<file path="config.mk">
export PLATFORM = sky130hd
export DESIGN_NAME = square_channel_sweep_duty
export DESIGN_NICKNAME = d
export VERILOG_FILES = /design/src/rtl/scsd_pkg.sv /design/src/rtl/scsd_cfg_regs.sv /design/src/rtl/scsd_dp.sv /design/src/rtl/scsd_ctrl.sv /design/src/rtl/square_channel_sweep_duty.sv
export VERILOG_INCLUDE_DIRS = /design/src /design/src/rtl
export SDC_FILE = /design/constraint.sdc
export NUM_CORES = 1
export LEC_CHECK = 0
export ABC_CLOCK_PERIOD_IN_PS = 5800
export BUFFER_PORTS_ARGS = -buffer_cell sky130_fd_sc_hd__buf_2
export CAP_MARGIN = 15
export CORE_ASPECT_RATIO = 1.2
export CORE_UTILIZATION = 35
export DETAILED_ROUTE_END_ITERATION = 8
export SLEW_MARGIN = 30
export SYNTH_ARGS = -nofsm -noshare
export SYNTH_HDL_FRONTEND = slang
export SYNTH_SLANG_ARGS = --single-unit
</file>
<file path="constraint.sdc">
create_clock -name clk -period 5.8 [get_ports clk]
set_clock_uncertainty 0.2 [all_clocks]
set_input_delay 0.87 -clock clk [delete_from_list [all_inputs] [get_ports clk]]
set_output_delay 0.87 -clock clk [all_outputs]
set_load 0.01 [all_outputs]
</file>
<file path="src/rtl/square_channel_sweep_duty_defines.svh">
// ---------------------------------------------------------------------------
// Assertion macros for the square channel with frequency sweep
// Concurrent checks that compile to nothing when SYNTHESIS is defined.
// ---------------------------------------------------------------------------
`ifndef SQUARE_CHANNEL_SWEEP_DUTY_DEFINES_SVH
`define SQUARE_CHANNEL_SWEEP_DUTY_DEFINES_SVH
`ifndef SYNTHESIS
// same-cycle implication
`define SCSD_ASSERT_SAME(lbl, clk, rst, ante, cons, msg) \
  lbl: assert property (@(posedge clk) disable iff (rst) (ante) |-> (cons)) else $error(msg);
// next-cycle implication
`define SCSD_ASSERT_NEXT(lbl, clk, rst, ante, cons, msg) \
  lbl: assert property (@(posedge clk) disable iff (rst) (ante) |=> (cons)) else $error(msg);
`else
`define SCSD_ASSERT_SAME(lbl, clk, rst, ante, cons, msg)
`define SCSD_ASSERT_NEXT(lbl, clk, rst, ante, cons, msg)
`endif
`endif

</file>
<file path="src/rtl/scsd_pkg.sv">
// ---------------------------------------------------------------------------
// scsd_pkg
// Types, codes and the duty pattern table shared by the sweep square channel.
// ---------------------------------------------------------------------------
package scsd_pkg;

  // command codes of an input beat
  localparam logic [1:0] CMD_ADVANCE = 2'd0;
  localparam logic [1:0] CMD_SWEEP   = 2'd1;
  localparam logic [1:0] CMD_FREQ_LO = 2'd2;
  localparam logic [1:0] CMD_FREQ_HI = 2'd3;

  // configuration register indexes
  localparam logic [2:0] CFG_SWEEP_PERIOD = 3'd0;
  localparam logic [2:0] CFG_SWEEP_NEGATE = 3'd1;
  localparam logic [2:0] CFG_SWEEP_SHIFT  = 3'd2;
  localparam logic [2:0] CFG_DUTY_MODE    = 3'd3;
  localparam logic [2:0] CFG_POWER_ON     = 3'd4;

  // bit i is the level at duty position i
  localparam logic [7:0] DUTY_TABLE [4] = '{
    8'b1000_0000,
    8'b1000_0001,
    8'b1110_0001,
    8'b0111_1110
  };

  typedef struct packed {
    logic [1:0] cmd;
    logic [7:0] ticks;
    logic [7:0] data;
    logic       trigger;
  } in_item_t;

  typedef struct packed {
    logic        duty_bit;
    logic [2:0]  duty_step;
    logic [10:0] frequency_now;
    logic        channel_off;
  } out_item_t;

  typedef struct packed {
    logic [2:0] sweep_period;
    logic       sweep_negate;
    logic [2:0] sweep_shift;
    logic [1:0] duty_mode;
    logic       power_on;
  } cfg_t;

  typedef enum logic [3:0] {
    DP_NONE,
    DP_TIME_START,
    DP_TIME_STEP,
    DP_TIME_END,
    DP_SWEEP_DEC,
    DP_SWEEP_RELOAD,
    DP_SWEEP_APPLY,
    DP_CHECK,
    DP_FREQ_LO,
    DP_FREQ_HI,
    DP_RESTART,
    DP_EMIT
  } dp_op_t;

  typedef struct packed {
    dp_op_t op;
    logic   clear_off;
  } dp_cmd_t;

  typedef struct packed {
    logic time_expired;
    logic sweep_idle;
    logic sweep_count;
    logic over;
    logic shift_zero;
    logic out_free;
  } dp_status_t;

endpackage

</file>
<file path="src/rtl/scsd_cfg_regs.sv">
// ---------------------------------------------------------------------------
// scsd_cfg_regs
// Configuration register file, written one register per beat.
// ---------------------------------------------------------------------------
module scsd_cfg_regs (
  input  logic          clk,
  input  logic          rst,
  input  logic          cfg_valid,
  output logic          cfg_ready,
  input  logic [2:0]    cfg_index,
  input  logic [7:0]    cfg_data,
  output scsd_pkg::cfg_t cfg
);
  import scsd_pkg::*;

  assign cfg_ready = 1'b1;

  always_ff @(posedge clk) begin
    if (rst) begin
      cfg <= '{sweep_period: 3'd0, sweep_negate: 1'b0, sweep_shift: 3'd0,
               duty_mode: 2'd0, power_on: 1'b1};
    end else if (cfg_valid) begin
      case (cfg_index)
        CFG_SWEEP_PERIOD: cfg.sweep_period <= cfg_data[2:0];
        CFG_SWEEP_NEGATE: cfg.sweep_negate <= cfg_data[0];
        CFG_SWEEP_SHIFT:  cfg.sweep_shift  <= cfg_data[2:0];
        CFG_DUTY_MODE:    cfg.duty_mode    <= cfg_data[1:0];
        CFG_POWER_ON:     cfg.power_on     <= cfg_data[0];
        default: ;
      endcase
    end
  end

endmodule

</file>
<file path="src/rtl/scsd_dp.sv">
// ---------------------------------------------------------------------------
// scsd_dp
// Channel state, period timer loop, sweep unit and output register.
// ---------------------------------------------------------------------------
module scsd_dp (
  input  logic                 clk,
  input  logic                 rst,
  input  scsd_pkg::cfg_t       cfg,
  input  scsd_pkg::in_item_t   in_data,
  input  scsd_pkg::dp_cmd_t    cmd,
  output scsd_pkg::dp_status_t status,
  output logic                 out_valid,
  input  logic                 out_stall,
  output scsd_pkg::out_item_t  out_data
);
  import scsd_pkg::*;

  logic [10:0]        frequency;
  logic [10:0]        shadow;
  logic [14:0]        period_timer;
  logic [2:0]         duty_pos;
  logic [3:0]         sweep_timer;
  logic               sweep_active;
  logic signed [15:0] t;
  logic               off;

  logic [10:0] delta;
  logic [11:0] nf;
  logic [15:0] period;

  // sweep candidate from the shadow frequency
  assign delta  = shadow >> cfg.sweep_shift;
  assign nf     = cfg.sweep_negate ? ({1'b0, shadow} - {1'b0, delta})
                                   : ({1'b0, shadow} + {1'b0, delta});
  assign period = {2'b00, 12'(12'd2048 - {1'b0, frequency}), 2'b00};

  assign status.time_expired = t[15] || (t == 16'sd0);
  assign status.sweep_idle   = !sweep_active || (cfg.sweep_period == 3'd0);
  assign status.sweep_count  = sweep_timer > 4'd1;
  assign status.over         = nf[11];
  assign status.shift_zero   = cfg.sweep_shift == 3'd0;
  assign status.out_free     = !out_valid || !out_stall;

  always_ff @(posedge clk) begin
    if (rst) begin
      frequency    <= '0;
      shadow       <= '0;
      period_timer <= '0;
      duty_pos     <= '0;
      sweep_timer  <= '0;
      sweep_active <= 1'b0;
      t            <= '0;
      off          <= 1'b0;
      out_valid    <= 1'b0;
    end else begin
      if (cmd.clear_off) begin
        off <= 1'b0;
      end
      case (cmd.op)
        DP_TIME_START: t <= $signed({1'b0, period_timer}) - $signed({8'd0, in_data.ticks});
        DP_TIME_STEP: begin
          t        <= t + $signed(period);
          duty_pos <= duty_pos + 3'd1;
        end
        DP_TIME_END:  period_timer <= t[14:0];
        DP_SWEEP_DEC: sweep_timer <= sweep_timer - 4'd1;
        DP_SWEEP_RELOAD: begin
          sweep_timer <= sweep_timer + {1'b0, cfg.sweep_period} - 4'd1;
          shadow      <= frequency;
        end
        DP_SWEEP_APPLY: begin
          frequency <= nf[10:0];
          shadow    <= nf[10:0];
        end
        DP_CHECK:   off <= nf[11];
        DP_FREQ_LO: frequency[7:0] <= in_data.data;
        DP_FREQ_HI: frequency[10:8] <= in_data.data[2:0];
        DP_RESTART: begin
          frequency[10:8] <= in_data.data[2:0];
          shadow          <= {in_data.data[2:0], frequency[7:0]};
          sweep_timer     <= {1'b0, cfg.sweep_period};
          sweep_active    <= !((cfg.sweep_period == 3'd0) && (cfg.sweep_shift == 3'd0));
        end
        default: ;
      endcase
      // output register: load on emit, drop once taken
      if (cmd.op == DP_EMIT) begin
        out_valid <= 1'b1;
      end else if (!out_stall) begin
        out_valid <= 1'b0;
      end
    end
  end

  always_ff @(posedge clk) begin
    if (cmd.op == DP_EMIT) begin
      out_data.duty_bit      <= DUTY_TABLE[cfg.duty_mode][duty_pos];
      out_data.duty_step     <= duty_pos;
      out_data.frequency_now <= frequency;
      out_data.channel_off   <= off;
    end
  end

endmodule

</file>
<file path="src/rtl/scsd_ctrl.sv">
// ---------------------------------------------------------------------------
// scsd_ctrl
// Command sequencer: decodes a beat and steps the datapath through it.
// ---------------------------------------------------------------------------
module scsd_ctrl (
  input  logic                 clk,
  input  logic                 rst,
  input  logic                 in_valid,
  output logic                 in_stall,
  input  scsd_pkg::in_item_t   in_data,
  input  scsd_pkg::cfg_t       cfg,
  input  scsd_pkg::dp_status_t status,
  output scsd_pkg::dp_cmd_t    cmd
);
  import scsd_pkg::*;

  typedef enum logic [2:0] {
    ST_IDLE,
    ST_TIME,
    ST_SWEEP_APPLY,
    ST_SWEEP_CHECK,
    ST_RESTART_CHECK,
    ST_EMIT
  } state_t;

  state_t state, state_next;
  logic   busy;

  assign in_stall = busy;

  always_comb begin
    state_next    = state;
    cmd.op        = DP_NONE;
    cmd.clear_off = 1'b0;
    case (state)
      ST_IDLE: begin
        if (in_valid) begin
          cmd.clear_off = 1'b1;
          state_next    = ST_EMIT;
          case (in_data.cmd)
            CMD_ADVANCE: begin
              cmd.op     = DP_TIME_START;
              state_next = ST_TIME;
            end
            CMD_SWEEP: begin
              if (status.sweep_idle) begin
                cmd.op = DP_NONE;
              end else if (status.sweep_count) begin
                cmd.op = DP_SWEEP_DEC;
              end else begin
                cmd.op     = DP_SWEEP_RELOAD;
                state_next = ST_SWEEP_APPLY;
              end
            end
            CMD_FREQ_LO: begin
              if (cfg.power_on) begin
                cmd.op = DP_FREQ_LO;
              end
            end
            CMD_FREQ_HI: begin
              if (cfg.power_on && in_data.trigger) begin
                cmd.op     = DP_RESTART;
                state_next = ST_RESTART_CHECK;
              end else if (cfg.power_on) begin
                cmd.op = DP_FREQ_HI;
              end
            end
            default: ;
          endcase
        end
      end
      ST_TIME: begin
        if (status.time_expired) begin
          cmd.op = DP_TIME_STEP;
        end else begin
          cmd.op     = DP_TIME_END;
          state_next = ST_EMIT;
        end
      end
      ST_SWEEP_APPLY: begin
        state_next = ST_EMIT;
        if (status.over) begin
          cmd.op = DP_CHECK;
        end else if (!status.shift_zero) begin
          cmd.op     = DP_SWEEP_APPLY;
          state_next = ST_SWEEP_CHECK;
        end
      end
      ST_SWEEP_CHECK: begin
        cmd.op     = DP_CHECK;
        state_next = ST_EMIT;
      end
      ST_RESTART_CHECK: begin
        if (!status.shift_zero) begin
          cmd.op = DP_CHECK;
        end
        state_next = ST_EMIT;
      end
      ST_EMIT: begin
        if (status.out_free) begin
          cmd.op     = DP_EMIT;
          state_next = ST_IDLE;
        end
      end
      default: state_next = ST_IDLE;
    endcase
  end

  always_ff @(posedge clk) begin
    if (rst) begin
      state <= ST_IDLE;
      busy  <= 1'b0;
    end else begin
      state <= state_next;
      busy  <= state_next != ST_IDLE;
    end
  end

endmodule

</file>
<file path="src/rtl/square_channel_sweep_duty.sv">
// ---------------------------------------------------------------------------
// square_channel_sweep_duty
// Square-wave channel with frequency sweep and 8-step duty sequencer.
// ---------------------------------------------------------------------------
// Usage:
//   Input channel (in_valid / in_stall / in_data) carries one command per
//   beat: advance time, clock the sweep, write the low frequency byte, or
//   write the high frequency bits with an optional trigger. Every input beat
//   yields exactly one output beat (out_valid / out_stall / out_data) with
//   the duty level, duty position, current frequency and overflow pulse.
//   Configuration (cfg_valid / cfg_ready / cfg_index / cfg_data) is always
//   ready; write it only while no command is in flight.
// Sequence:
//   Time advance resolves one period-timer wrap per cycle by the timer
//   adder in the datapath (up to 64 wraps for 255 ticks at the shortest
//   period of 4). A sweep clock decrements or reloads the sweep timer; a
//   reload checks for overflow and, with a nonzero shift, applies the
//   shift-and-add. A trigger with a nonzero shift checks for overflow too.
//   The next command is taken once the result is in the output register.
// Reset: rst is synchronous; all channel state clears, power_on sets.
// Stall: a stalled output beat holds; the sequencer waits with in_stall high
//   until the output register frees up.
// ---------------------------------------------------------------------------
`include "square_channel_sweep_duty_defines.svh"

module square_channel_sweep_duty (
  input  logic                clk,
  input  logic                rst,
  input  logic                in_valid,
  output logic                in_stall,
  input  scsd_pkg::in_item_t  in_data,
  output logic                out_valid,
  input  logic                out_stall,
  output scsd_pkg::out_item_t out_data,
  input  logic                cfg_valid,
  output logic                cfg_ready,
  input  logic [2:0]          cfg_index,
  input  logic [7:0]          cfg_data
);
  import scsd_pkg::*;

  cfg_t       cfg;
  dp_cmd_t    cmd;
  dp_status_t status;

  // register file for the sweep, duty and power controls
  scsd_cfg_regs u_cfg (
    .clk       (clk),
    .rst       (rst),
    .cfg_valid (cfg_valid),
    .cfg_ready (cfg_ready),
    .cfg_index (cfg_index),
    .cfg_data  (cfg_data),
    .cfg       (cfg)
  );

  // sequencer: decode a beat, step the timer loop and the sweep unit
  scsd_ctrl u_ctrl (
    .clk      (clk),
    .rst      (rst),
    .in_valid (in_valid),
    .in_stall (in_stall),
    .in_data  (in_data),
    .cfg      (cfg),
    .status   (status),
    .cmd      (cmd)
  );

  // channel state, arithmetic and output register
  scsd_dp u_dp (
    .clk       (clk),
    .rst       (rst),
    .cfg       (cfg),
    .in_data   (in_data),
    .cmd       (cmd),
    .status    (status),
    .out_valid (out_valid),
    .out_stall (out_stall),
    .out_data  (out_data)
  );

  // an accepted beat always needs further cycles before the next one
  `SCSD_ASSERT_NEXT(a_busy_after_accept, clk, rst, in_valid && !in_stall, in_stall, "input taken while busy")
  // a new result comes only out of the sequencer's emit step
  `SCSD_ASSERT_SAME(a_emit_from_busy, clk, rst, $rose(out_valid), $past(in_stall), "result without command")
  // the sequencer never emits into a full, stalled output register
  `SCSD_ASSERT_SAME(a_no_overwrite, clk, rst, cmd.op == DP_EMIT, !out_valid || !out_stall, "result overwritten")

endmodule
</file>
* Word level (Yosys, flattened, before mapping)
Index checks and enable logic that the tools add are counted.
Cells by class: equal/unequal tests 24, bitwise logic cells 1, $lt $le $gt $ge 3, multiplexer cells 39, shift operators 1, reductions and logical operators 29, $add $sub $neg 9
Operators with widths (count):
- $pmux W11 S3 | 1
- $pmux W16 S2 | 1
- $mux W3 | 9
- $mux W4 | 6
- $pmux W4 S6 | 1
- $add A16 B15 Y16 | 1
- $bmux W8 S2 | 1
- $eq A4 B3 Y1 const B | 4
- $eq A4 B4 Y1 const B | 4
- $logic_not A16 Y1 | 1
- $mux W8 | 2
- $pmux W4 S4 | 1
- $pmux W8 S2 | 1
- $sub A15 B8 Y16 | 1
- $pmux W3 S5 | 1
- $add A11 B11 Y12 | 1
- $eq A3 B2 Y1 const B | 4
- $logic_not A3 Y1 | 4
- $mux W12 | 1
- $pmux W4 S3 | 1
- $sub A11 B11 Y12 | 1
- $sub A12 B11 Y12 const A | 1
- $shr A11 B3 Y11 | 1
- $reduce_and A2 Y1 | 5
- other kinds (26) | 52
Storage, ports and cells: flip-flop bits (word level) 93

* Logic depth before layout (Yosys ltp)
depth after elaboration 9, mapped depth 23, depth with buffers taken out 19

* By module
From an unflattened synthesis, not the netlist that was laid out.
Second synthesis, totals: cell total of the unflattened synthesis 839, area, all modules 6806.5 µm²
Modules (own cells, without submodules):
- scsd_dp | cells an instance 748, area each 5952.0 µm², times used 1
- scsd_cfg_regs | cells an instance 42, area each 471.7 µm², times used 1
- scsd_ctrl | cells an instance 49, area each 382.9 µm², times used 1

* Worst setup path before layout
No wires, ideal clock.
path type flip-flop to flip-flop, start point register, netlist name u_cfg.cfg[3], end point register u_dp.frequency[10], arrival 4.240 ns, setup slack 1.270 ns, setup time 0.091 ns, cell stages (with the launch flop) 17, clock period less this slack 4.530 ns, cell sequence dfxtp_1 > buf_6 > clkbuf_1 > mux4_2 > o21a_1 > ha_1 > mux2_2 > inv_1 > ha_1 > nor2b_1 > o31a_1 > o21ai_1 > a21oi_1 > o21ai_0 > o221ai_4 > or3b_1 > a311oi_1
On the way: longest elaborated chain between the ends 8
Ends and longest elaborated chain:
- $shr A11 B3 Y11 | RTL line scsd_dp.sv:32 | assign delta = shadow >> cfg.sweep_shift;
- $add A11 B11 Y12 / $sub A11 B11 Y12 (equally long branches) | RTL line scsd_dp.sv:34, scsd_dp.sv:33
- $mux W12 | RTL line scsd_dp.sv:33 | assign nf = cfg.sweep_negate ? ({1'b0, shadow} - {1'b0, delta})
- $mux W4 | RTL line scsd_ctrl.sv:82 | if (status.over) begin
- $pmux W4 S6 | RTL line scsd_ctrl.sv:35 | case (state)
- $eq A4 B4 Y1 | RTL line scsd_dp.sv:59 | case (cmd.op)
- $reduce_or A2 Y1 (no source line)
- $pmux W3 S2 / $reduce_bool A2 Y1 (equally long branches)
- end signal: assignment | RTL line scsd_dp.sv:72 | frequency <= nf[10:0];
- end signal: assignment | RTL line scsd_dp.sv:77 | DP_FREQ_HI: frequency[10:8] <= in_data.data[2:0];
- end signal: assignment | RTL line scsd_dp.sv:79 | frequency[10:8] <= in_data.data[2:0];
- end: declaration | RTL line scsd_dp.sv:18 | logic [10:0] frequency;
Parallel ways exist; a longest one is shown, timed or not. A chain may end at the register's enable or synchronous reset.

* Worst setup path in the final report
start point register, netlist name u_cfg.cfg[4], end point register u_dp.frequency[7]
On the way: longest elaborated chain between the ends 7
Ends and longest elaborated chain:
- $shr A11 B3 Y11 | RTL line scsd_dp.sv:32
- $add A11 B11 Y12 / $sub A11 B11 Y12 (equally long branches) | RTL line scsd_dp.sv:34, scsd_dp.sv:33
- $mux W12 | RTL line scsd_dp.sv:33
- $mux W4 | RTL line scsd_ctrl.sv:82
- $pmux W4 S6 | RTL line scsd_ctrl.sv:35
- $eq A4 B4 Y1 / $eq A4 B3 Y1 (equally long branches) | RTL line scsd_dp.sv:59
- $pmux W8 S2 / $reduce_bool A2 Y1 (equally long branches)
- end signal: assignment | RTL line scsd_dp.sv:72
- end signal: assignment | RTL line scsd_dp.sv:76 | DP_FREQ_LO: frequency[7:0] <= in_data.data;
Parallel ways exist; a longest one is shown, timed or not.

==> metrics.csv <==
stage,metric,value,unit
clock_tree,Post-CTS Resized,0,
worst_setup_path,critical path peak fanout,26,
logic_synthesis,mux contribution to synthesized area,7.352,%
worst_setup_path,crit-path cells,"buf_4, mux2i_1, mux2i_1, a21oi_2, o211ai_2, nand2b_1, and2_1, xnor2_1, ha_1, nor4_1, nor3_1, o21ai_1, a21oi_1, a311o_1, o221ai_4, buf_8, a21oi_1, a2111oi_0",
global_routing,global-route wire length before repair,26.90,mm
logic_synthesis,library cells used by synthesis,82,
routing,Iter 0 DRT Violations,305,
timing,crit path time final,4926,ps
power,sw power,0.9372,mW
global_routing,Tot GR Track Use,17.32,%
worst_setup_path,FF-to-FF End,u_dp.frequency[7]$_SDFFE_PP0P_,
power,clock power share,25.5,%
routing,DR pass1 iterations,5,
placed_design,RePlAce Congestion,0.8108,
power,Power Total,2.466,mW
logic_synthesis,Mapped Avg Cell Area,8.380,sq um
power,Max rail drop VDD,0.1491,mV
routing,Avg WL per Cell,15.33,microns
worst_setup_path,r2r setup slk,870,ps
global_routing,total grt overflow,0,
timing,RSZ-0062 raised after global routing,false,
routing,final wirelength,16.47,mm
power,Leakage Power,3.019,nW
power,Seq pwr share,33.8,%
power,Combinational Power Share,40.7,%
clock_tree,CTS Buffer Depth,2,
clock_tree,CTS Buf Count,9,
timing,post-route setup TNS,0,ps
timing,part of the cycle the worst path needs,84.93,%
worst_hold_path,Hold Path Stages,0,
layout,final layout net count,898,
run_status,status,completed,
worst_setup_path,Arrival @ worst endpoint,4970,ps
layout,most frequent cells in the layout,"nor2_1, dfxtp_1, nand2_1",
routing,DR vias,5602,
logic_synthesis,Synth Net Count,867,
floorplanning,Initial Util,35.97,%
floorplanning,Core Region,18310,sq um
worst_hold_path,hold worst-path end,u_dp.out_data[0]$_DFFE_PP_,
worst_setup_path,largest stage delay on the critical path,670,ps
worst_setup_path,Crit Path Class,flop to flop,
timing,final slew viol count,0,
logic_synthesis,ys async rst share,0,%
worst_setup_path,CP bufs+invs,2,
power,Internal Power,1.529,mW
layout,share of layout cells above drive strength 1,12.04,%
clock_tree,clk sinks,93,
timing,Max transition margin,35.17,%
routing,# DRC,0,
clock_tree,hold buffer count at CTS,0,
power,Pwr Density,336.2,nW/um^2
logic_synthesis,post-synthesis compound-gate area fraction,20.16,%
logic_synthesis,Post-synth EDFFs,16,
placed_design,# port buffers,47,
layout,fillers,1906,
timing,fmax,203.0,MHz
clock_tree,post-CTS setup buffer count,0,
logic_synthesis,"share of synthesized cell area in full adder, half adder and majority cells",9.195,%
logic_synthesis,Syn Std Cell Area,6586,sq um
worst_setup_path,reg2reg start,u_cfg.cfg[4]$_SDFFE_PP0P_,
clock_tree,CTS tree,built,
logic_synthesis,Post-Synth XOR/XNOR Area,5.452,%
worst_setup_path,startpoint type of the worst setup path,flop,
global_routing,vias in the first global route,5420,
worst_setup_path,CP required,5840,ps
routing,Vias/cell,5.216,
logic_synthesis,synthesized instance count,786,
power,switching share of total power,38.00,%
global_routing,initial antenna violation count,0,
logic_synthesis,Synth Warn #,0,
layout,n_diodes,0,
logic_synthesis,Synth Area in Simple Gates,21.77,%
logic_synthesis,Most used DFF post-synth,dfxtp_1,
clock_tree,CTS HTree Levels,3,
clock_tree,worst skew pair latency,360,ps
timing,Final Hold Viols,0,
floorplanning,Die Wd,127.2,microns
global_routing,largest net degree at the start of global routing,52,
placed_design,HPWL after DPL,12.43,mm
floorplanning,area of the die,19370,sq um
timing,hold_ws,270.9,ps
worst_hold_path,class of the tightest hold or removal check,flop to flop,
job,total of max-cap violations,0,
worst_hold_path,Hold Crit Start,u_dp.off$_SDFFE_PP0P_,
logic_synthesis,"Seq/Total Area, Yosys",30.70,%
worst_setup_path,highest-delay cell along the critical path,dfxtp_1,
floorplanning,I/O pin cnt,54,
worst_setup_path,r2r worst-path depth,18,
routing,Antenna Violating Nets Remaining,0,
worst_setup_path,CP endpoint kind,flop,
clock_tree,"Clk pin slew, worst setup/hold paths",80,ps
timing,slew at the pin with the worst max-slew slack,959.9,ps
floorplanning,die height,152.3,microns
clock_tree,CTS root buf,clkbuf_16,
layout,"commonest non-fill, non-tap cell in the layout",nor2_1,
floorplanning,Rows,54,
timing,Final setup viols,0,
logic_synthesis,largest family of logic cells by synthesized area,simple AND/OR/NAND/NOR gates,
layout,"Area growth, synth to finish",11.40,%
worst_setup_path,CP top delay family,compound AO/OA/AOI/OAI gates,
logic_synthesis,Yosys reg bits,93,
[logic make-up (layout without fill, tap and decap cells)]
group                      after synthesis  after routing
and+or+nand+nor                        292            292
AOI/OAI and AO/OA                      187            187
DFF                                     93             93
adders and majority gates               46             46
muxes                                   45             45
buffers and inverters                   81            117
other                                    1              1
xor gates and xnor gates                41             41
[registers in the layout, indices dropped and copies added, names as in the netlist]
register / flops
u_dp.out_data: 16
u_dp.t: 16
u_dp.period_timer: 15
u_dp.frequency: 11
u_dp.shadow: 11
u_cfg.cfg: 10
u_dp.sweep_timer: 4
u_ctrl.state: 3
u_dp.duty_pos: 3
u_ctrl.in_stall: 1
u_dp.off: 1
u_dp.out_valid: 1
u_dp.sweep_active: 1
[synthesized netlist by cell type (all sizes together), types with 5 or more instances]
| cell type | count | area share (%) |
|---|---|---|
| xor2 | 12 | 1.6 |
| a31oi | 8 | 0.85 |
| ha | 42 | 8.0 |
| mux2i | 36 | 5.5 |
| or2 | 5 | 0.47 |
| a311oi | 13 | 1.7 |
| nor3 | 18 | 1.6 |
| or3 | 8 | 0.76 |
| nand2 | 50 | 2.8 |
| nand4 | 5 | 0.47 |
| o211ai | 9 | 1.1 |
| xnor2 | 29 | 3.9 |
| o21a | 8 | 0.91 |
| buf | 14 | 1.5 |
| nand3b | 6 | 0.68 |
| inv | 46 | 2.6 |
| nand2b | 9 | 0.85 |
| and2 | 6 | 0.57 |
| nor3b | 7 | 0.87 |
| mux2 | 7 | 1.2 |
| edfxtp | 16 | 7.3 |
| nor4 | 5 | 0.47 |
| clkbuf | 21 | 1.2 |
| a21o | 7 | 0.80 |
| o22ai | 7 | 0.66 |
| dfxtp | 77 | 23 |
| nand3 | 24 | 1.8 |
| nor2 | 121 | 6.9 |
| nor2b | 10 | 0.95 |
| a211oi | 8 | 1.1 |
| a21oi | 48 | 3.9 |
| o21ai | 33 | 2.5 |
[metal layers]
layer	track usage, %	part of all wire (%)	up-vias
li1	-	-	2896
met1	20.82	46	2620
met2	30.87	50	65
met3	2.353	2.1	21
met4	6.916	1.9	0
met5	0	0	-
[area by class of cell]
cell class	instances	area, sq um	area share (%)
well taps	252	315.3	4.297
inverters	46	172.7	2.353
flip-flops and latches	93	2022	27.56
clock buffers	9	225.2	3.070
clock inverters	7	85.08	1.160
multi-input cells	612	4214	57.44
repair buffers	55	302.8	4.127
[power groups by stage]
stage	Clock [mW]	Sequential (mW)	Combinational, mW
final	0.629	0.835	1.00
after detailed placement	0	0.847	1.00
after global placement	0	0.849	0.987
after CTS	0.644	0.834	1.01
after global routing	0.666	0.848	1.12
after floorplan	0	0.815	0.805
[how the worst max path moves through the flow]
stage | startpoint | end | slack, ps | depth (start not counted)
after floorplan | u_cfg.cfg[3]$_SDFFE_PP0P_ | u_dp.frequency[10]$_SDFFE_PP0P_ | 1270 | 16
after global placement | u_cfg.cfg[3]$_SDFFE_PP0P_ | u_dp.frequency[2]$_SDFFE_PP0P_ | 700 | 17
after detailed placement | u_cfg.cfg[4]$_SDFFE_PP0P_ | u_dp.frequency[2]$_SDFFE_PP0P_ | 560 | 17
after CTS | u_cfg.cfg[3]$_SDFFE_PP0P_ | u_dp.frequency[2]$_SDFFE_PP0P_ | 520 | 17
after global routing | u_cfg.cfg[3]$_SDFFE_PP0P_ | u_dp.frequency[2]$_SDFFE_PP0P_ | 410 | 18
final | u_cfg.cfg[4]$_SDFFE_PP0P_ | u_dp.frequency[7]$_SDFFE_PP0P_ | 870 | 18
[per-stage QoR]
stage,std cells,util [%],cell area [sq um],setup WS [ps]
2_1_floorplan,786,-,6586,1270
3_5_place_dp,1057,38.29,7012,562.8
6_report,1074,40.07,7337,874.2
5_1_grt,1074,40.07,7337,409.9
3_3_place_gp,1057,38.29,7012,698.2
4_1_cts,1073,39.99,7322,516.8
No activity file was read; power rests on OpenSTA's default activity.
